`config.mk`:
```
export PLATFORM = sky130hd
export DESIGN_NAME = signed_integer_divider
export DESIGN_NICKNAME = d
export VERILOG_FILES = /design/src/hw/rtl/sid_pkg.sv /design/src/hw/rtl/sid_datapath.sv /design/src/hw/rtl/sid_ctrl.sv /design/src/hw/rtl/signed_integer_divider.sv
export SDC_FILE = /design/constraint.sdc
export NUM_CORES = 1
export LEC_CHECK = 0
export BUFFER_PORTS_ARGS = -buffer_cell sky130_fd_sc_hd__buf_2
export CORE_ASPECT_RATIO = 0.5
export CORE_MARGIN = 2
export CORE_UTILIZATION = 36
export DETAILED_ROUTE_END_ITERATION = 16
export PLACE_DENSITY = 0.63
export SYNTH_ARGS = -nofsm -noshare
export SYNTH_HDL_FRONTEND = slang
export SYNTH_SLANG_ARGS = --single-unit
```
`constraint.sdc`:
```
create_clock -name clk -period 3.8 [get_ports clk]
set_clock_uncertainty 0.05 [all_clocks]
set_input_delay 0.19 -clock clk [delete_from_list [all_inputs] [get_ports clk]]
set_output_delay 0.19 -clock clk [all_outputs]
set_load 0.02 [all_outputs]
```
`src/hw/rtl/sid_pkg.sv`:
```
`default_nettype none

package sid_pkg;

  // operand width and iteration counter width
  localparam int DATA_WIDTH = 32;
  localparam int CNT_W      = $clog2(DATA_WIDTH);

  // request payload
  typedef struct packed {
    logic signed [DATA_WIDTH-1:0] dividend;
    logic signed [DATA_WIDTH-1:0] divisor;
  } req_t;

  // response payload
  typedef struct packed {
    logic signed [DATA_WIDTH-1:0] quotient;
    logic signed [DATA_WIDTH-1:0] remainder;
    logic                         divide_by_zero;
    logic                         overflow;
  } rsp_t;

  // controller to datapath commands
  typedef struct packed {
    logic load;
    logic step;
    logic finish;
  } cmd_t;

  // datapath to controller status
  typedef struct packed {
    logic last_step;
  } status_t;

endpackage

`default_nettype wire

```
`src/hw/rtl/sid_datapath.sv`:
```
`default_nettype none

module sid_datapath (
  input  wire logic             clk,
  input  wire sid_pkg::req_t    req,
  input  wire sid_pkg::cmd_t    cmd,
  output sid_pkg::status_t      status,
  output sid_pkg::rsp_t         rsp
);

  localparam int W = sid_pkg::DATA_WIDTH;

  // working registers
  logic [W-1:0]              quo;
  logic [W-1:0]              rem;
  logic [W-1:0]              dsr;
  logic [sid_pkg::CNT_W-1:0] cnt;
  logic                      a_neg;
  logic                      q_neg;
  logic                      dz;
  logic                      ov;

  // operand magnitudes and special cases at load
  logic [W-1:0] a_mag_in;
  logic [W-1:0] b_mag_in;
  logic         dz_in;
  logic         ov_in;

  assign a_mag_in = req.dividend[W-1] ? (~req.dividend + {{(W-1){1'b0}}, 1'b1})
                                      : req.dividend;
  assign b_mag_in = req.divisor[W-1]  ? (~req.divisor + {{(W-1){1'b0}}, 1'b1})
                                      : req.divisor;
  assign dz_in    = (req.divisor == '0);
  assign ov_in    = (req.dividend == {1'b1, {(W-1){1'b0}}}) && (req.divisor == {W{1'b1}});

  // one restoring step
  logic [W:0] shifted;
  logic [W:0] diff;

  assign shifted = {rem, quo[W-1]};
  assign diff    = shifted - {1'b0, dsr};

  // sign fix-up of the final magnitudes
  logic [W-1:0] q_fix;
  logic [W-1:0] r_fix;

  assign q_fix = q_neg ? (~quo + {{(W-1){1'b0}}, 1'b1}) : quo;
  assign r_fix = a_neg ? (~rem + {{(W-1){1'b0}}, 1'b1}) : rem;

  assign status.last_step = (cnt == sid_pkg::CNT_W'(W - 1));

  always_ff @(posedge clk) begin
    if (cmd.load) begin
      quo   <= a_mag_in;
      rem   <= '0;
      dsr   <= b_mag_in;
      cnt   <= '0;
      a_neg <= req.dividend[W-1];
      q_neg <= req.dividend[W-1] ^ req.divisor[W-1];
      dz    <= dz_in;
      ov    <= ov_in;
    end else if (cmd.step) begin
      cnt <= cnt + sid_pkg::CNT_W'(1);
      if (!diff[W]) begin
        rem <= diff[W-1:0];
        quo <= {quo[W-2:0], 1'b1};
      end else begin
        rem <= shifted[W-1:0];
        quo <= {quo[W-2:0], 1'b0};
      end
    end
    // output register
    if (cmd.finish) begin
      rsp.divide_by_zero <= dz;
      rsp.overflow       <= ov && !dz;
      if (dz) begin
        rsp.quotient  <= '0;
        rsp.remainder <= '0;
      end else if (ov) begin
        rsp.quotient  <= {1'b0, {(W-1){1'b1}}};
        rsp.remainder <= '0;
      end else begin
        rsp.quotient  <= q_fix;
        rsp.remainder <= r_fix;
      end
    end
  end

endmodule

`default_nettype wire

```
`src/hw/rtl/sid_ctrl.sv`:
```
`default_nettype none

module sid_ctrl (
  input  wire logic              clk,
  input  wire logic              rst,
  input  wire logic              req_valid,
  output logic                   req_ready,
  output logic                   rsp_valid,
  input  wire logic              rsp_ready,
  input  wire sid_pkg::status_t  status,
  output sid_pkg::cmd_t          cmd
);

  typedef enum logic [1:0] {
    IDLE,
    RUN,
    FIX
  } state_t;

  state_t state;

  // command decode
  always_comb begin
    req_ready  = (state == IDLE);
    cmd.load   = (state == IDLE) && req_valid;
    cmd.step   = (state == RUN);
    cmd.finish = (state == FIX) && (!rsp_valid || rsp_ready);
  end

  // state and response valid
  always_ff @(posedge clk) begin
    if (rst) begin
      state     <= IDLE;
      rsp_valid <= 1'b0;
    end else begin
      if (cmd.finish) begin
        rsp_valid <= 1'b1;
      end else if (rsp_ready) begin
        rsp_valid <= 1'b0;
      end
      unique case (state)
        IDLE: begin
          if (req_valid) begin
            state <= RUN;
          end
        end
        RUN: begin
          if (status.last_step) begin
            state <= FIX;
          end
        end
        FIX: begin
          if (cmd.finish) begin
            state <= IDLE;
          end
        end
        default: begin
          state <= IDLE;
        end
      endcase
    end
  end

endmodule

`default_nettype wire

```
`src/hw/rtl/signed_integer_divider.sv`:
```
// Signed integer divider, quotient truncated toward zero.
//
// Request channel (req_valid/req_ready/req) carries dividend and divisor;
// response channel (rsp_valid/rsp_ready/rsp) carries quotient, remainder
// (sign of the dividend) and the divide_by_zero and overflow flags.
// A zero divisor gives zero results with divide_by_zero set; the most
// negative dividend over minus one gives the positive maximum, remainder
// zero and overflow set.
//
// Each request takes one restoring subtract-and-shift step per quotient bit
// in a single shared subtractor, then a sign fix-up into the output
// register. One item is worked on at a time, so a new request waits until
// the previous one is through the datapath. A new request is taken as soon
// as the previous one has moved to the output register, so a stalled
// receiver only holds up the pipe once the next result is ready.
// Reset (rst, synchronous) returns the controller to idle and drops
// rsp_valid; data registers are not cleared.
`default_nettype none

module signed_integer_divider (
  input  wire logic           clk,
  input  wire logic           rst,
  input  wire logic           req_valid,
  output logic                req_ready,
  input  wire sid_pkg::req_t  req,
  output logic                rsp_valid,
  input  wire logic           rsp_ready,
  output sid_pkg::rsp_t       rsp
);

  sid_pkg::cmd_t    cmd;
  sid_pkg::status_t status;

  // sequencing
  sid_ctrl u_ctrl (
    .clk       (clk),
    .rst       (rst),
    .req_valid (req_valid),
    .req_ready (req_ready),
    .rsp_valid (rsp_valid),
    .rsp_ready (rsp_ready),
    .status    (status),
    .cmd       (cmd)
  );

  // shift-subtract datapath and output register
  sid_datapath u_datapath (
    .clk    (clk),
    .req    (req),
    .cmd    (cmd),
    .status (status),
    .rsp    (rsp)
  );

endmodule

`default_nettype wire

```
Yosys cells after proc, flatten, opt, wreduce, memory -nomap -nowiden

Cells that the tools add are included.

Register bits: 174
Bits of input ports: 68
Logic and storage cells: 63

$add $sub $neg: 6
Equality and inequality tests: 8
Multiplexer cells: 15
Bitwise gates (word level): 5
Reduce and logical (&&, ||, !) cells: 13

Operator list:

| operator                | count |
|---|---|
| $mux W32                | 6 |
| $add A32 B1 Y32 const B | 4 |
| $not A32 Y32            | 4 |
| $eq A32 B32 Y1 const B  | 2 |
| $mux W63                | 1 |
| $sub A33 B32 Y33        | 1 |
| $logic_not A32 Y1       | 1 |
| $mux W31                | 1 |
| $mux W2                 | 3 |
| $pmux W2 S3             | 1 |
| $add A5 B1 Y5 const B   | 1 |
| $eq A5 B5 Y1 const B    | 1 |
| $logic_and A1 B1 Y1     | 4 |
| $ne A2 B2 Y1 const B    | 2 |
| $reduce_bool A2 Y1      | 2 |
| $mux W1                 | 3 |
| $reduce_and A3 Y1       | 1 |
| $eq A2 B1 Y1 const B    | 1 |
| $eq A2 B2 Y1 const B    | 1 |
| $logic_not A1 Y1        | 2 |
| $logic_not A2 Y1        | 1 |
| $ne A2 B1 Y1 const B    | 1 |
| $reduce_or A2 Y1        | 1 |
| $logic_or A1 B1 Y1      | 1 |
| $xor A1 B1 Y1           | 1 |

Logic depth before layout (Yosys ltp)

Depth in word-level cells: 5
Gate-level depth with buffers: 14

Cells and area by module

From an unflattened synthesis, not the netlist that was laid out.

Cells, all modules: 1135
Area total of the unflattened synthesis: 10909.2 µm²

By module, submodules not included:

| module       | times used | cells each | area each (µm²) | seq. area each (µm²) |
|---|---|---|---|---|
| sid_datapath | 1          | 1119       | 10760.3         | 4764.6 |
| sid_ctrl     | 1          | 16         | 148.9           | 60.1 |

Least setup slack after synthesis

No wires, ideal clock.

Kind: reg-to-reg
From: reg u_ctrl.rsp_valid
To: reg, netlist name u_datapath.rsp[0]
Data arrival time: 3.437 ns
Slack: -0.186 ns
Cell stages (with the launch flop): 3
Period minus slack after synthesis: 3.986 ns
Cell sequence: dfxtp_1 nand2b_1 nor2b_1

RTL lines:

| item                     | line           | RTL |
|---|---|---|
| start: declaration       | sid_ctrl.sv:8  | `output logic rsp_valid,` |
| start signal: assignment | sid_ctrl.sv:34 | `rsp_valid <= 1'b0;` |
| start signal: assignment | sid_ctrl.sv:37 | `rsp_valid <= 1'b1;` |
| start signal: assignment | sid_ctrl.sv:39 | `rsp_valid <= 1'b0;` |

Worst setup path in the final report

From: reg u_datapath.quo[31]
To: reg u_datapath.rem[18]

Cells in the longest elaborated chain, start to end: 2

RTL lines:

| item                     | line               | RTL |
|---|---|---|
| start: declaration       | sid_datapath.sv:14 | `logic [W-1:0] quo;` |
| start signal: assignment | sid_datapath.sv:54 | `quo <= a_mag_in;` |
| start signal: assignment | sid_datapath.sv:66 | `quo <= {quo[W-2:0], 1'b1};` |
| start signal: assignment | sid_datapath.sv:69 | `quo <= {quo[W-2:0], 1'b0};` |
| $sub A33 B32 Y33         | sid_datapath.sv:41 | `assign diff = shifted - {1'b0, dsr};` |
| $mux W32                 | sid_datapath.sv:64 | `if (!diff[W]) begin` |
| end signal: assignment   | sid_datapath.sv:65 | `rem <= diff[W-1:0];` |
| end signal: assignment   | sid_datapath.sv:68 | `rem <= shifted[W-1:0];` |
| end: declaration         | sid_datapath.sv:15 | `logic [W-1:0] rem;` |

Every way passes these cells.
A chain may end at the register's enable or synchronous reset.

==> flow_summary.toml <==
[sta]
tightestPinTransition_ps = 994.6
finalCritPeriodShare = 0.8621
hold_violations = 0
drv_slew = 0
rsz0062_at_grt = "false"
slew_headroom = 0.3369
finalSetupViolCount = 0
fmax_mhz = 305.2
worst_slack_ps = 524.0
min_period_ps = 3276
setup_tns_ps = 0

[power]
switching_share = 0.3950
switchingPower_mw = 3.300
leakagePower_nw = 5.070
ir_drop_mv = 0.3525
power_density_nw_per_um2 = 661.0
p_comb_frac = 0.442
seqPwrFrac = 0.335
p_total_mw = 8.353
clkPwrFrac = 0.223
p_int_mw = 5.053

[critical_path]
critPathMostFrequentCell = "o21ai_0"
worstPathRequired_ps = 4040
start_kind = "flop"
critPathArrivalTime_ps = 3520
cp_top_family = "compound AO/OA/AOI/OAI gates"
path_cells = "inv_1, ha_1, fa_1, nor2b_1, o31a_1, o21a_1, o21ai_0, nand3_1, a311oi_1, a211oi_2, xor2_2, buf_12, mux2i_1, o21ai_0"
critPathBufInv = 2
crit_fanout = 26
slowest_stage = "edfxtp_1"
crit_path_max_incr_delay_ps = 420
end_kind = "flop"
worst-setup-path-type = "reg -> reg"

[yosys]
ys_ff_latch = 174
synth_fa_ha_area_frac = 0.04720
yosys_warnings = 0
synth_top_family_by_area = "simple AND/OR/NAND/NOR gates"
synth_area_leaders = "edfxtp_1 37%, dfxtp_1 7.4%, xor2_1 7.1%"
synth-seq-area-share = 0.4483
synth-compound-area-share = 0.1564
syn_area_per_cell_um2 = 9.449
synthArstFlopShare = 0
synth_edf_count = 134
synth_mux_area_frac = 0.02418
synth_xor_area_frac = 0.1236
syn_nets = 1247
yosysUniqueCellTypes = 62
synth_largest_area_cell = "edfxtp_1"
synthFlopType = "edfxtp_1"
synth_common_cells = "134 x edfxtp_1, 134 x nor2_1, 133 x nand2_1, 118 x o21ai_0, 87 x xor2_1"
synth_cells = 1139
synth_top_area_share = 0.3739
syn_area_um2 = 10760
synthSimpleGateAreaFrac = 0.1660

[routing]
drt_wl_total_mm = 27.03
drt-pass1-iter-count = 4
vias = 8644
drtIter0Drc = 539
wl_per_cell_um = 16.10
drc = 0
vias_per_cell = 5.148
ant_nets = 0

[min_path]
hold_path.class = "in -> reg"

[status]
status = "finished clean"

[die]
dieArea_um2 = 31380
ios = 136
rows = 44
die_h_um = 126.3
die_w_um = 248.5
start_util = 0.3689
core_um2 = 29180

[place]
routabilityCongestion = 0.9024
place_ws_ps = 435.8
detailed_place_hpwl_mm = 20.68
placed_cells_incl_taps = 1642
io_buffers = 135

[clock_tree]
post-cts-setup-buffers = 0
numCtsBuffers = 17
cts_tree = "yes"
clk_pin_slew_ps = 70
ctsResizeCount = 0
clock_latency_ps = 450
htree_num_levels = 4
clk_path_buf_depth = 2
cts_root_buf = "clkbuf_16"
clock_sinks = 174

[final_layout]
finish.utilization = 0.4331
num-fill-cells = 2847
n_antenna_cell = 0
stdcell_count = 1679
drive_gt1_frac = 0.1638
nNetsFinal = 1383
area_growth_pct = 17.41

[global_route]
overflow = 0
antenna_found_initial = 0
track_usage = 0.1749
grt_max_degree = 63
first_global_vias = 8504
grt_pass1_wl_mm = 43.77

[job]
max_cap_viol_count = 0
==> metrics by stage <==
step           hold slack [ps]  cell area (µm²)
2_1_floorplan            209.1            10770
3_3_place_gp             346.1            11950
3_5_place_dp             345.2            11950
4_1_cts                 0.3179            12640
5_1_grt                  16.96            12640
6_report                 24.09            12640
==> routing by layer <==
layer / part of all wire / GRT usage / up-vias
met1: 0.47 / 0.2279 / 4072
li1: - / - / 4374
met2: 0.48 / 0.2894 / 160
met4: 0.024 / 0.06939 / 0
met3: 0.032 / 0.03204 / 38
met5: 0 / 0 / -
==> power by group through the flow <==
stage	clock, mW	combinational, mW	sequential [mW]
after floorplan	0	2.86	2.69
after global placement	0	3.63	2.81
after detailed placement	0	3.67	2.83
after CTS	1.91	3.70	2.79
after global routing	1.98	4.16	2.84
final	1.86	3.69	2.80
==> path summary, 6_finish.rpt <==
kind	slack, ps	endpoint	cells after the start	from
max reg2reg	520	u_datapath.rem[18]	14	u_datapath.quo[31]
max	520	u_datapath.rem[18]	14	u_datapath.quo[31]
min reg2reg	420	u_datapath.cnt[4]	2	u_datapath.cnt[4]
min	20	u_datapath.dsr[25]	2	req[25]
==> cells by family after synthesis <==
| kind of cell | Yosys count |
|---|---|
| AOI/OAI and AO/OA | 265 |
| xor gates and xnor gates | 151 |
| adders and majority gates | 40 |
| buffers and inverters | 98 |
| DFF | 174 |
| muxes | 26 |
| and+or+nand+nor | 385 |
==> timing repair <==
action | CTS | global route
setup endpoints to repair | 0 | 0
hold endpoints to repair | 7 | 0
hold buffers | 5 | 0
==> registers in the layout (all words and copies together) (netlist names) <==
register	flops
u_datapath.a_neg	1
u_datapath.quo	32
u_datapath.rem	32
u_ctrl.state	2
u_ctrl.rsp_valid	1
u_datapath.cnt	5
u_datapath.rsp	66
u_datapath.dsr	32
u_datapath.dz	1
u_datapath.q_neg	1
u_datapath.ov	1
==> layout make-up <==
type                            instances  area [µm²]  area share
Multi-Input combinational cell        867        5578      0.4414
Sequential cell                       174        4825      0.3818
Tap cell                              391       489.2     0.03871
Inverter                               54       202.7     0.01604
Clock inverter                         12       145.1     0.01149
Timing Repair Buffer                  161       908.4     0.07188
Clock buffer                           20       489.2     0.03871
==> cells in the final DEF (no fill, tap or decap), types with 6 or more instances in the layout <==
| master | count |
|---|---|
| buf_2 | 135 |
| nor2_1 | 134 |
| edfxtp_1 | 134 |
| nand2_1 | 132 |
| o21ai_0 | 118 |
| xor2_1 | 87 |
| xnor2_1 | 63 |
| inv_1 | 54 |
| dfxtp_1 | 40 |
| ha_1 | 39 |
| a21oi_1 | 33 |
| o31ai_1 | 32 |
| mux2i_1 | 26 |
| clkbuf_16 | 19 |
| buf_4 | 19 |
| a21o_1 | 16 |
| or3_1 | 15 |
| nand4_1 | 15 |
| nor4_1 | 13 |
| or4_1 | 12 |
| o41ai_1 | 11 |
| nor3_1 | 11 |
| nand3_1 | 11 |
| nor2b_1 | 9 |
| o21a_1 | 8 |
| nand2b_1 | 7 |
| a211oi_1 | 7 |
| a32oi_1 | 6 |
(Power assumes the default switching activity.)
